$ cat src/rtl/ifcs_pkg.sv
`timescale 1ns / 1ps

package ifcs_pkg;

   // Single-byte formatting codes that are always dropped.
   localparam logic [7:0] CODE_BOLD      = 8'h02;
   localparam logic [7:0] CODE_ITALIC    = 8'h1D;
   localparam logic [7:0] CODE_MONOSPACE = 8'h11;
   localparam logic [7:0] CODE_REVERSE   = 8'h16;
   localparam logic [7:0] CODE_STRIKE    = 8'h1E;
   localparam logic [7:0] CODE_UNDERLINE = 8'h1F;
   localparam logic [7:0] CODE_PLAIN     = 8'h0F;

   // Codes that open a run of color arguments.
   localparam logic [7:0] CODE_COLOR     = 8'h03;
   localparam logic [7:0] CODE_HEX_COLOR = 8'h04;

   // Argument characters.
   localparam logic [7:0] CHAR_COMMA     = 8'h2C;
   localparam logic [7:0] CHAR_DIGIT_LO  = 8'h30;
   localparam logic [7:0] CHAR_DIGIT_HI  = 8'h39;
   localparam logic [7:0] CHAR_UPPER_LO  = 8'h41;
   localparam logic [7:0] CHAR_UPPER_HI  = 8'h46;
   localparam logic [7:0] CHAR_LOWER_LO  = 8'h61;
   localparam logic [7:0] CHAR_LOWER_HI  = 8'h66;

   // Longest argument run after each code byte.
   localparam int unsigned RUN_COUNT_W = 4;
   localparam logic [RUN_COUNT_W-1:0] COLOR_RUN_MAX = 4'd5;
   localparam logic [RUN_COUNT_W-1:0] HEX_RUN_MAX   = 4'd13;

   typedef struct packed {
      logic [7:0] in_byte;
      logic       line_end;
   } req_payload_type;

   typedef struct packed {
      logic [7:0] out_byte;
      logic       keep;
      logic       out_last;
   } rsp_payload_type;

   typedef struct packed {
      logic dec_or_comma;
      logic hex_or_comma;
      logic single_code;
      logic color_code;
      logic hex_color_code;
   } byte_class_type;

   typedef enum logic [2:0] {
      KIND_NONE  = 3'b001,
      KIND_COLOR = 3'b010,
      KIND_HEX   = 3'b100
   } run_kind_type;

   typedef struct packed {
      run_kind_type                 kind;
      logic [RUN_COUNT_W-1:0]       count;
   } run_status_type;

endpackage

$ cat src/rtl/ifcs_classify.sv
`timescale 1ns / 1ps

module ifcs_classify
   import ifcs_pkg::*;
(
   input  logic [7:0]     in_byte,
   output byte_class_type byte_class
);

   always_comb begin
      byte_class.dec_or_comma   = in_byte inside {CHAR_COMMA, [CHAR_DIGIT_LO:CHAR_DIGIT_HI]};
      byte_class.hex_or_comma   = in_byte inside {CHAR_COMMA,
                                                  [CHAR_DIGIT_LO:CHAR_DIGIT_HI],
                                                  [CHAR_UPPER_LO:CHAR_UPPER_HI],
                                                  [CHAR_LOWER_LO:CHAR_LOWER_HI]};
      byte_class.single_code    = in_byte inside {CODE_BOLD, CODE_ITALIC, CODE_MONOSPACE,
                                                  CODE_REVERSE, CODE_STRIKE,
                                                  CODE_UNDERLINE, CODE_PLAIN};
      byte_class.color_code     = (in_byte == CODE_COLOR);
      byte_class.hex_color_code = (in_byte == CODE_HEX_COLOR);
   end

endmodule

$ cat src/rtl/ifcs_run_ctrl.sv
`timescale 1ns / 1ps

module ifcs_run_ctrl
   import ifcs_pkg::*;
(
   input  logic           clock,
   input  logic           reset,
   input  logic           advance,
   input  byte_class_type byte_class,
   input  logic           line_end,
   output logic           keep,
   output run_status_type run_status
);

   run_kind_type           kind_ff, kind_in;
   logic [RUN_COUNT_W-1:0] count_ff, count_in;
   logic                   taken;

   // A byte is absorbed into the open run while the run has room and the
   // byte is a valid argument character for that kind of run.
   always_comb begin
      case (kind_ff)
         KIND_COLOR: taken = (count_ff < COLOR_RUN_MAX) && byte_class.dec_or_comma;
         KIND_HEX:   taken = (count_ff < HEX_RUN_MAX) && byte_class.hex_or_comma;
         KIND_NONE:  taken = 1'b0;
         default:    taken = 1'b0;
      endcase
   end

   always_comb begin
      keep     = 1'b0;
      kind_in  = kind_ff;
      count_in = count_ff;
      if (taken) begin
         count_in = count_ff + 1'b1;
      end else if (byte_class.color_code) begin
         kind_in  = KIND_COLOR;
         count_in = '0;
      end else if (byte_class.hex_color_code) begin
         kind_in  = KIND_HEX;
         count_in = '0;
      end else begin
         kind_in  = KIND_NONE;
         count_in = '0;
         keep     = !byte_class.single_code;
      end
      if (line_end) begin
         kind_in  = KIND_NONE;
         count_in = '0;
      end
   end

   always_ff @(posedge clock) begin
      if (reset) begin
         kind_ff  <= KIND_NONE;
         count_ff <= '0;
      end else if (advance) begin
         kind_ff  <= kind_in;
         count_ff <= count_in;
      end
   end

   assign run_status.kind  = kind_ff;
   assign run_status.count = count_ff;

endmodule

$ cat src/rtl/irc_format_code_stripper.sv
`timescale 1ns / 1ps

// Formatting-code stripper for chat text lines.
//
// Bytes of a line enter on the req_ channel, one per transaction, with
// line_end set on the last byte. Every input transaction yields exactly one
// rsp_ transaction carrying the same byte, a keep flag and a copy of
// line_end; a downstream packer drops bytes whose keep flag is low.
//
// An accepted transaction is captured in the input register, classified
// and resolved against the run state, and its result is registered in the
// result register and offered on rsp_. Throughput is one byte per cycle
// while rsp_stall stays low; the run kind and run count update as each
// byte leaves the input stage.
//
// The input and result registers form a two-entry pipeline. When the
// receiver raises rsp_stall, the result holds and one more byte may still
// be taken into the input register; req_stall rises only when both stages
// are full. Reset (synchronous, active high) empties both stages and clears
// the run state to no run.

module irc_format_code_stripper
   import ifcs_pkg::*;
(
   input  logic            clock,
   input  logic            reset,

   input  logic            req_valid,
   output logic            req_stall,
   input  req_payload_type req_data,

   output logic            rsp_valid,
   input  logic            rsp_stall,
   output rsp_payload_type rsp_data
);

   // Input stage.
   logic            s1_valid_ff;
   req_payload_type s1_data_ff;

   // Result stage.
   logic            rsp_valid_ff;
   rsp_payload_type rsp_data_ff, rsp_data_in;

   logic            rsp_open;
   logic            advance;
   logic            s1_load;
   logic            keep;
   byte_class_type  byte_class;
   run_status_type  run_status;

   // The result register can take a new transaction when it is empty or
   // its current one leaves at this edge.
   assign rsp_open = !rsp_valid_ff || !rsp_stall;

   // The byte in the input stage is resolved and moves to the result stage.
   // The run state updates at the same edge, so it always reflects every
   // byte that has already left the input stage.
   assign advance = s1_valid_ff && rsp_open;

   assign req_stall = s1_valid_ff && !rsp_open;
   assign s1_load   = req_valid && !req_stall;

   always_ff @(posedge clock) begin
      if (reset) begin
         s1_valid_ff <= 1'b0;
      end else if (s1_load) begin
         s1_valid_ff <= 1'b1;
      end else if (advance) begin
         s1_valid_ff <= 1'b0;
      end
   end

   always_ff @(posedge clock) begin
      if (s1_load) begin
         s1_data_ff <= req_data;
      end
   end

   ifcs_classify u_classify (
      .in_byte    (s1_data_ff.in_byte),
      .byte_class (byte_class)
   );

   ifcs_run_ctrl u_run_ctrl (
      .clock      (clock),
      .reset      (reset),
      .advance    (advance),
      .byte_class (byte_class),
      .line_end   (s1_data_ff.line_end),
      .keep       (keep),
      .run_status (run_status)
   );

   always_comb begin
      rsp_data_in.out_byte = s1_data_ff.in_byte;
      rsp_data_in.keep     = keep;
      rsp_data_in.out_last = s1_data_ff.line_end;
   end

   always_ff @(posedge clock) begin
      if (reset) begin
         rsp_valid_ff <= 1'b0;
      end else if (rsp_open) begin
         rsp_valid_ff <= s1_valid_ff;
      end
   end

   always_ff @(posedge clock) begin
      if (advance) begin
         rsp_data_ff <= rsp_data_in;
      end
   end

   assign rsp_valid = rsp_valid_ff;
   assign rsp_data  = rsp_data_ff;

   // The run count never passes the longer of the two run limits.
   assert property (@(posedge clock) disable iff (reset)
      run_status.count <= HEX_RUN_MAX)
      else $error("run count beyond the hex color run limit");

   // With no run open the count is always zero.
   assert property (@(posedge clock) disable iff (reset)
      run_status.kind == KIND_NONE |-> run_status.count == '0)
      else $error("nonzero run count with no run open");

   // A color run never exceeds its own, shorter limit.
   assert property (@(posedge clock) disable iff (reset)
      run_status.kind == KIND_COLOR |-> run_status.count <= COLOR_RUN_MAX)
      else $error("color run longer than its limit");

   // The last byte of a line closes any run.
   assert property (@(posedge clock) disable iff (reset)
      advance && s1_data_ff.line_end |=> run_status.kind == KIND_NONE)
      else $error("run carried past the end of a line");

   // A single-byte formatting code is never kept.
   assert property (@(posedge clock) disable iff (reset)
      advance && byte_class.single_code |=> rsp_valid_ff && !rsp_data_ff.keep)
      else $error("formatting code passed with keep set");

endmodule
$ cat config.mk
export PLATFORM = sky130hd
export DESIGN_NAME = irc_format_code_stripper
export DESIGN_NICKNAME = d
export VERILOG_FILES = /design/src/rtl/ifcs_pkg.sv /design/src/rtl/ifcs_classify.sv /design/src/rtl/ifcs_run_ctrl.sv /design/src/rtl/irc_format_code_stripper.sv
export SDC_FILE = /design/constraint.sdc
export NUM_CORES = 1
export LEC_CHECK = 0
export ABC_AREA = 1
export BUFFER_PORTS_ARGS = -buffer_cell sky130_fd_sc_hd__buf_4
export CAP_MARGIN = 40
export CELL_PAD_IN_SITES_DETAIL_PLACEMENT = 0
export CELL_PAD_IN_SITES_GLOBAL_PLACEMENT = 1
export CORE_UTILIZATION = 29
export DETAILED_ROUTE_END_ITERATION = 6
export GPL_TIMING_DRIVEN = 0
export PLACE_DENSITY_LB_ADDON = 0.1
export SYNTH_ARGS = -nofsm -noshare
export SYNTH_HDL_FRONTEND = slang
export SYNTH_SLANG_ARGS = --single-unit
$ cat constraint.sdc
create_clock -name clock -period 3.51 [get_ports clock]
set_input_delay 0.1755 -clock clock [delete_from_list [all_inputs] [get_ports clock]]
set_output_delay 0.1755 -clock clock [all_outputs]
set_load 0.02 [all_outputs]
Word level (Yosys, flattened, before mapping)
Cells that the tools add are included.
{ "word_totals": {"reg_bits": 28, "latch_bits": 0, "mem_bits_rw": 0, "rom_bits": 0, "inputBits": 13, "out_inout_bits": 12, "wordCells": 60, "n_memories": 0} }
{ "classes": {"addsub": 1, "multipliers": 0, "div_mod_pow": 0, "magnitude_cmp": 8, "n_eq_ne": 13, "n_shift": 0, "muxes": 9, "bitwise": 0, "reduce_logical": 20} }
{ "ops": {"columns": ["operator", "count"], "rows": [
  ["== test 8 x 5 -> 1 bit (second input constant)", 5],
  ["== test 8 x 2 -> 1 bit (second input constant)", 2],
  ["greater-or-equal comparator 8 x 7 -> 1 bit (second input constant)", 2],
  ["less-or-equal comparator 8 x 7 -> 1 bit (second input constant)", 2],
  ["two-way mux 3 bit", 4],
  ["== test 8 x 3 -> 1 bit (second input constant)", 1],
  ["== test 8 x 4 -> 1 bit (second input constant)", 1],
  ["== test 8 x 6 -> 1 bit (second input constant)", 1],
  ["greater-or-equal comparator 8 x 6 -> 1 bit (second input constant)", 1],
  ["less-or-equal comparator 8 x 6 -> 1 bit (second input constant)", 1],
  ["logical AND 1 bit", 8],
  ["two-way mux 4 bit", 2],
  ["nonzero test 7 bit", 1],
  ["zero test 1 bit", 5],
  ["adder 4 x 1 -> 4 bit (second input constant)", 1],
  ["< comparator 4 x 3 -> 1 bit (second input constant)", 1],
  ["< comparator 4 bit (second input constant)", 1],
  ["nonzero test 2 bit", 2],
  ["nonzero test 4 bit", 1],
  ["== test 3 x 2 -> 1 bit (second input constant)", 1],
  ["== test 3 bit (second input constant)", 1],
  ["OR reduction 3 bit", 1],
  ["two-way mux 1 bit", 2],
  ["!= test 2 bit (second input constant)", 1],
  ["other kinds (3)", 3]
]} }

Longest topological paths before layout
{ "depth": {"ltp_word": 7, "ltp_mapped": 12, "ltp_nobuf": 12} }

Cells and area by module
Synthesis repeated with hierarchy kept, for this count alone.
{ "unflattened": {"hier_cells": 141, "area_unflattened_um2": 1287.5} }
{ "modules_own_cells": {"columns": ["mod", "n_inst", "cells_each", "area_per_inst_um2", "seq_area_each_um2"], "rows": [
  ["irc_format_code_stripper", 1, 31, 661.9, 610.6],
  ["ifcs_run_ctrl", 1, 61, 431.7, 140.1],
  ["ifcs_classify", 1, 49, 193.9, 0.0]
]} }

Least setup slack after synthesis
Ideal clock, no wire load.
{ "synth_timing": {"path_type": "register to register", "startpoint": "register rsp_valid_ff (netlist: rsp_valid)", "endpoint": "register s1_data_ff, in the netlist rsp_data_in[0] (enable)", "setup_ns": 0.278, "arrival_ns": 1.167, "t_required_ns": 3.232, "setup_slack_ns": 2.066, "stages_incl_launch_ff": 6, "path_buffers": 0, "synth_period_minus_slack_ns": 1.444, "cell_sequence": "dfxtp_1 -> nand2_1 -> nor2_1 -> inv_1 -> nand2_1 -> inv_1"} }
{ "synth_between": {"elab_chain_cells": 6} }
{ "synth_lines": {"columns": ["element", "line", "text"], "rows": [
  ["start, declared", "irc_format_code_stripper.sv:42", "logic rsp_valid_ff;"],
  ["start signal, assigned", "irc_format_code_stripper.sv:105", "rsp_valid_ff <= s1_valid_ff;"],
  ["zero test 1 bit", "irc_format_code_stripper.sv:54", "assign rsp_open = !rsp_valid_ff || !rsp_stall;"],
  ["logical OR 1 bit", "irc_format_code_stripper.sv:54", null],
  ["zero test 1 bit", "irc_format_code_stripper.sv:61", "assign req_stall = s1_valid_ff && !rsp_open;"],
  ["logical AND 1 bit", "irc_format_code_stripper.sv:61", null],
  ["via req_stall", "irc_format_code_stripper.sv:29", "output logic req_stall,"],
  ["zero test 1 bit", "irc_format_code_stripper.sv:62", "assign s1_load = req_valid && !req_stall;"],
  ["logical AND 1 bit", "irc_format_code_stripper.sv:62", null],
  ["via s1_load", "irc_format_code_stripper.sv:47", "logic s1_load;"],
  ["end signal, assigned", "irc_format_code_stripper.sv:76", "s1_data_ff <= req_data;"],
  ["end, declared", "irc_format_code_stripper.sv:39", "req_payload_type s1_data_ff;"]
]} }
The timed path passes the listed nets, and every way through them passes these cells.
A chain may end at the register's enable or synchronous reset.

Final worst setup path
{ "layout_timing": {"startpoint": "register s1_data_ff, in the netlist rsp_data_in[4]", "endpoint": "register u_run_ctrl.count_ff[1]"} }
{ "layout_between": {"elab_chain_cells": 7, "elab_cells_between_ends": 17, "cone_classes": "order compare: 6; eq/ne: 1; mux: 3; reduce/logical: 7"} }
{ "layout_lines": {"columns": ["element", "line", "text"], "rows": [
  ["greater-or-equal comparator 8 x 6 -> 1 bit, or another cell as far along", "ifcs_classify.sv:11, ifcs_classify.sv:12", null],
  ["logical AND 1 bit, on equally long branches", "ifcs_classify.sv:11, ifcs_classify.sv:12", null],
  ["nonzero test 4 bit or nonzero test 2 bit (tied branches)", "ifcs_classify.sv:12, ifcs_classify.sv:11", null],
  ["logical AND 1 bit, on equally long branches", "ifcs_run_ctrl.sv:24, ifcs_run_ctrl.sv:23", null],
  ["case mux 1 bit (2 select lines) (*)", "ifcs_run_ctrl.sv:22", "case (kind_ff)"],
  ["two-way mux 4 bit (*)", "ifcs_run_ctrl.sv:34", "if (taken) begin"],
  ["two-way mux 4 bit (*)", "ifcs_run_ctrl.sv:47", "if (line_end) begin"],
  ["end signal, assigned", "ifcs_run_ctrl.sv:59", "count_ff <= count_in;"],
  ["end, declared", "ifcs_run_ctrl.sv:16", "logic [RUN_COUNT_W-1:0] count_ff, count_in;"]
]} }
Mark *: on every way between the ends. The rest lies on a longest branch, timed or not.

==> metrics.txt <==
# TYPE chip_impl_metric gauge
chip_impl_metric{name="initial_detailed_routing_violation_count",unit=""} 40
chip_impl_metric{name="path_clk_slew",unit="ns"} 0.10
chip_impl_metric{name="detail_route.first_pass.iterations",unit=""} 4
chip_impl_metric{name="synthToLayoutAreaGrowth",unit="%"} 25.85
chip_impl_metric{name="clkLatencyLatePin",unit="ns"} 0.27
chip_impl_metric{name="ir_drop_worst_case_vdd",unit="V"} 0.0001844
chip_impl_metric{name="path_depth",unit=""} 12
chip_impl_metric{name="period_needed",unit="ns"} 1.487
chip_impl_metric{name="clock_path_buffers",unit=""} 2
chip_impl_metric{name="floorplan.die.width",unit="um"} 66.73
chip_impl_metric{name="syn-mean-instance-area",unit="sq um"} 9.719
chip_impl_info{name="critPathSlowestCell",value="edfxtp_1"} 1
chip_impl_metric{name="worstPathBufferInverterCount",unit=""} 1
chip_impl_metric{name="groute.usage.overall",unit=""} 0.1225
chip_impl_metric{name="finalHoldViolCount",unit=""} 0
chip_impl_metric{name="rows",unit=""} 23
chip_impl_info{name="grt_setup_unrepaired",value="no"} 1
chip_impl_metric{name="initial_standard_cell_utilization_of_the_core",unit=""} 0.3037
chip_impl_metric{name="largest_stage_delay_on_the_critical_path",unit="ns"} 0.51
chip_impl_metric{name="place.port_buffers",unit=""} 24
chip_impl_metric{name="worstMarginPinSlew",unit="ns"} 0.4201
chip_impl_metric{name="first_pass_grt_wire_length",unit="mm"} 4.002
chip_impl_metric{name="cp_max_fo",unit=""} 7
chip_impl_metric{name="postSynthRegisterBits",unit=""} 28
chip_impl_metric{name="ctsHoldBuffers",unit=""} 0
chip_impl_metric{name="total_area_of_multi_input_combinational_cells",unit="sq um"} 391.6
chip_impl_info{name="yosys-top-cells-area",value="edfxtp_1 47%, dfxtp_1 15%, nand2_1 7.7%"} 1
chip_impl_info{name="yosys.cell_count.top_type",value="nand2_1"} 1
chip_impl_metric{name="timing.hold.worst_path_depth",unit=""} 1
chip_impl_metric{name="cp.required",unit="ns"} 3.68
chip_impl_metric{name="setup_viol_count_final",unit=""} 0
chip_impl_metric{name="dp.cells",unit=""} 199
chip_impl_metric{name="top_level_ports",unit=""} 25
chip_impl_info{name="synth.top_cells.by_count",value="25 x nand2_1, 19 x edfxtp_1, 17 x inv_1"} 1
chip_impl_metric{name="synthDominantCellAreaShare",unit=""} 0.4696
chip_impl_metric{name="first_global_vias",unit=""} 895
chip_impl_info{name="critPathLaunchType",value="flip-flop"} 1
chip_impl_info{name="cts_tree",value="yes"} 1
chip_impl_metric{name="fmax",unit="MHz"} 672.3
chip_impl_metric{name="synth.lib_cells_used.distinct",unit=""} 23
chip_impl_info{name="crit_type",value="flip-flop to flip-flop"} 1
chip_impl_metric{name="synthCells",unit=""} 125
chip_impl_metric{name="cellLeakagePower",unit="nW"} 0.6554
chip_impl_metric{name="maximum_number_of_pins_on_one_net_before_global_route_repair",unit=""} 20
chip_impl_metric{name="hold_ws",unit="ns"} 0.07163
chip_impl_info{name="clk_root_buffer_cell",value="clkbuf_8"} 1
chip_impl_metric{name="core_region_area",unit="sq um"} 4000
chip_impl_metric{name="drt_drc_violations_left",unit=""} 0
chip_impl_info{name="path_cells",value="nand2_1 > clkinv_1 > nand2_1 > nand2_1 > nand2_1 > nand2_1 > nand2_1 > nand2_2 > nand2_4 > nand2_2 > nand2_2 > nor2_1"} 1
chip_impl_metric{name="slew_headroom",unit=""} 0.7199
chip_impl_metric{name="seq_area_frac_synth",unit=""} 0.6179
chip_impl_metric{name="number_of_clock_sinks",unit=""} 28
chip_impl_metric{name="nNetsFinal",unit=""} 169
chip_impl_metric{name="synth.cell_area",unit="sq um"} 1215
chip_impl_metric{name="ctsResizeCount",unit=""} 0
chip_impl_metric{name="syn-num-nets",unit=""} 140
chip_impl_metric{name="place_congestion",unit=""} 0.7770
chip_impl_info{name="critical_path.most_common_cell",value="nand2_1"} 1
chip_impl_metric{name="postPlaceCellArea",unit="sq um"} 1458
chip_impl_metric{name="final_antenna_net_count",unit=""} 0
chip_impl_metric{name="maxSlewViolCount",unit=""} 0
chip_impl_info{name="synth_ff_type",value="edfxtp_1"} 1
chip_impl_metric{name="worst-r2r-cell-count",unit=""} 12
chip_impl_info{name="critical_path_capture_point_type",value="flip-flop"} 1
chip_impl_metric{name="total_chip_power",unit="mW"} 0.6956
chip_impl_metric{name="totalWireLength",unit="mm"} 2.236
chip_impl_metric{name="worst_endpoint_data_arrival_time",unit="ns"} 1.66
chip_impl_metric{name="layoutNonFillerInstCount",unit=""} 203
chip_impl_metric{name="total_non_filler_cell_area_in_the_finished_layout",unit="sq um"} 1529
chip_impl_metric{name="antenna_found_initial",unit=""} 0
chip_impl_info{name="post-synth-top-area-cell",value="edfxtp_1"} 1
chip_impl_metric{name="routed-via-count",unit=""} 910
chip_impl_metric{name="nFillCells",unit=""} 416
chip_impl_metric{name="die_area",unit="sq um"} 4452
chip_impl_metric{name="async_s_r_ff_share_synth",unit=""} 0
chip_impl_metric{name="post-route-period-util",unit=""} 0.4237
chip_impl_metric{name="synth_enable_flop_cells",unit=""} 19
chip_impl_metric{name="area_occupied_by_registers",unit="sq um"} 750.7
chip_impl_metric{name="place.detailed.hpwl",unit="mm"} 1.690
chip_impl_metric{name="tritoncts_buffers",unit=""} 3
chip_impl_metric{name="cts_setup_buffers",unit=""} 0
chip_impl_metric{name="power.density_cell_area",unit="nW/um^2"} 454.9
chip_impl_info{name="hp-class",value="input pin to flip-flop"} 1
chip_impl_metric{name="drt-wirelength-per-cell",unit="um"} 11.01
chip_impl_metric{name="layout-drive-gt1-share",unit=""} 0.2288
chip_impl_metric{name="drt-vias-per-instance",unit=""} 4.483
chip_impl_metric{name="fin_tns_setup",unit="ns"} 0
chip_impl_metric{name="yosys_warnings",unit=""} 0
chip_impl_metric{name="maxCapViolCount",unit=""} 0
chip_impl_metric{name="ctsHtreeMaxLevel",unit=""} 1
chip_impl_metric{name="die_y",unit="um"} 66.73
chip_impl_metric{name="overflow_left_after_global_routing",unit=""} 0
chip_impl_info{name="outcome",value="completed"} 1
chip_impl_metric{name="finClkSkew",unit="ns"} 0.003956
chip_impl_metric{name="antenna_cells",unit=""} 0
chip_impl_info{name="timing.critical_path.max_delay_family",value="simple AND/OR/NAND/NOR gates"} 1
==> power by group <==
part           total, mW  internal (mW)  leakage, nW  switching [mW]
combinational     0.0630         0.0265        0.365          0.0364
clock              0.251          0.153       0.0357          0.0987
sequential         0.381          0.370        0.254          0.0112
total              0.696          0.549        0.655           0.146
==> area by class of cell <==
| type | count | share of cell area |
|---|---|---|
| buffer | 1 | 0.003273 |
| clock buffer | 3 | 0.02700 |
| clock inverter | 1 | 0.01964 |
| inverter | 18 | 0.04419 |
| multi-input combinational | 78 | 0.2561 |
| sequential | 28 | 0.4910 |
| tap | 50 | 0.04092 |
| timing repair buffer | 24 | 0.1178 |
==> cell families (layout without fill, tap and decap cells) <==
| family | Yosys count | count (layout) | synth area share |
|---|---|---|---|
| and+or+nand+nor | 61 | 61 | 0.2266 |
| DFF | 28 | 28 | 0.6179 |
| AOI/OAI and AO/OA | 13 | 13 | 0.06077 |
| xor gates and xnor gates | 2 | 2 | 0.01442 |
| adders and majority gates | 2 | 2 | 0.02059 |
| buffers and inverters | 19 | 47 | 0.05972 |
==> state kept, by name, indices dropped and copies added (netlist names) <==
register,count
rsp_data,10
rsp_data_in,9
u_run_ctrl.kind_ff,3
s1_valid_ff,1
u_run_ctrl.count_ff,4
rsp_valid,1
==> layout by cell type, fill, tap and decap left out, types with 2 or more instances in the layout <==
| cell type | instances |
|---|---|
| edfxtp_1 | 19 |
| xor2_1 | 2 |
| a21oi_1 | 6 |
| clkbuf_8 | 3 |
| nand2_2 | 3 |
| nor3_1 | 2 |
| o21ai_0 | 3 |
| nor2_1 | 16 |
| dfxtp_1 | 9 |
| buf_4 | 24 |
| inv_1 | 17 |
| nand4_1 | 3 |
| nand2_1 | 25 |
| nand3_1 | 8 |
| ha_1 | 2 |
==> metrics by stage <==
step / setup WS [ns] / utilization
4_1_cts: 2.002 / 0.3822
3_3_place_gp: 2.040 / 0.3644
6_report: 2.023 / 0.3822
3_5_place_dp: 2.026 / 0.3644
2_1_floorplan: 2.066 / -
5_1_grt: 1.787 / 0.3822
==> worst paths after layout <==
kind / start / end / slack (ns)
min reg2reg: rsp_data_in[0] / rsp_data[0] / 0.47
max: rsp_data_in[4] / u_run_ctrl.count_ff[1] / 2.02
max reg2reg: rsp_data_in[4] / u_run_ctrl.count_ff[1] / 2.02
min: req_data[7] / rsp_data_in[8] / 0.07
==> metal layers <==
layer	part of all wire	GRT usage
met5	0	0
met4	0.012	0.05585
met3	0.043	0.02740
met2	0.46	0.1995
met1	0.48	0.1527
Note: power is estimated with default switching activity, not from simulation.
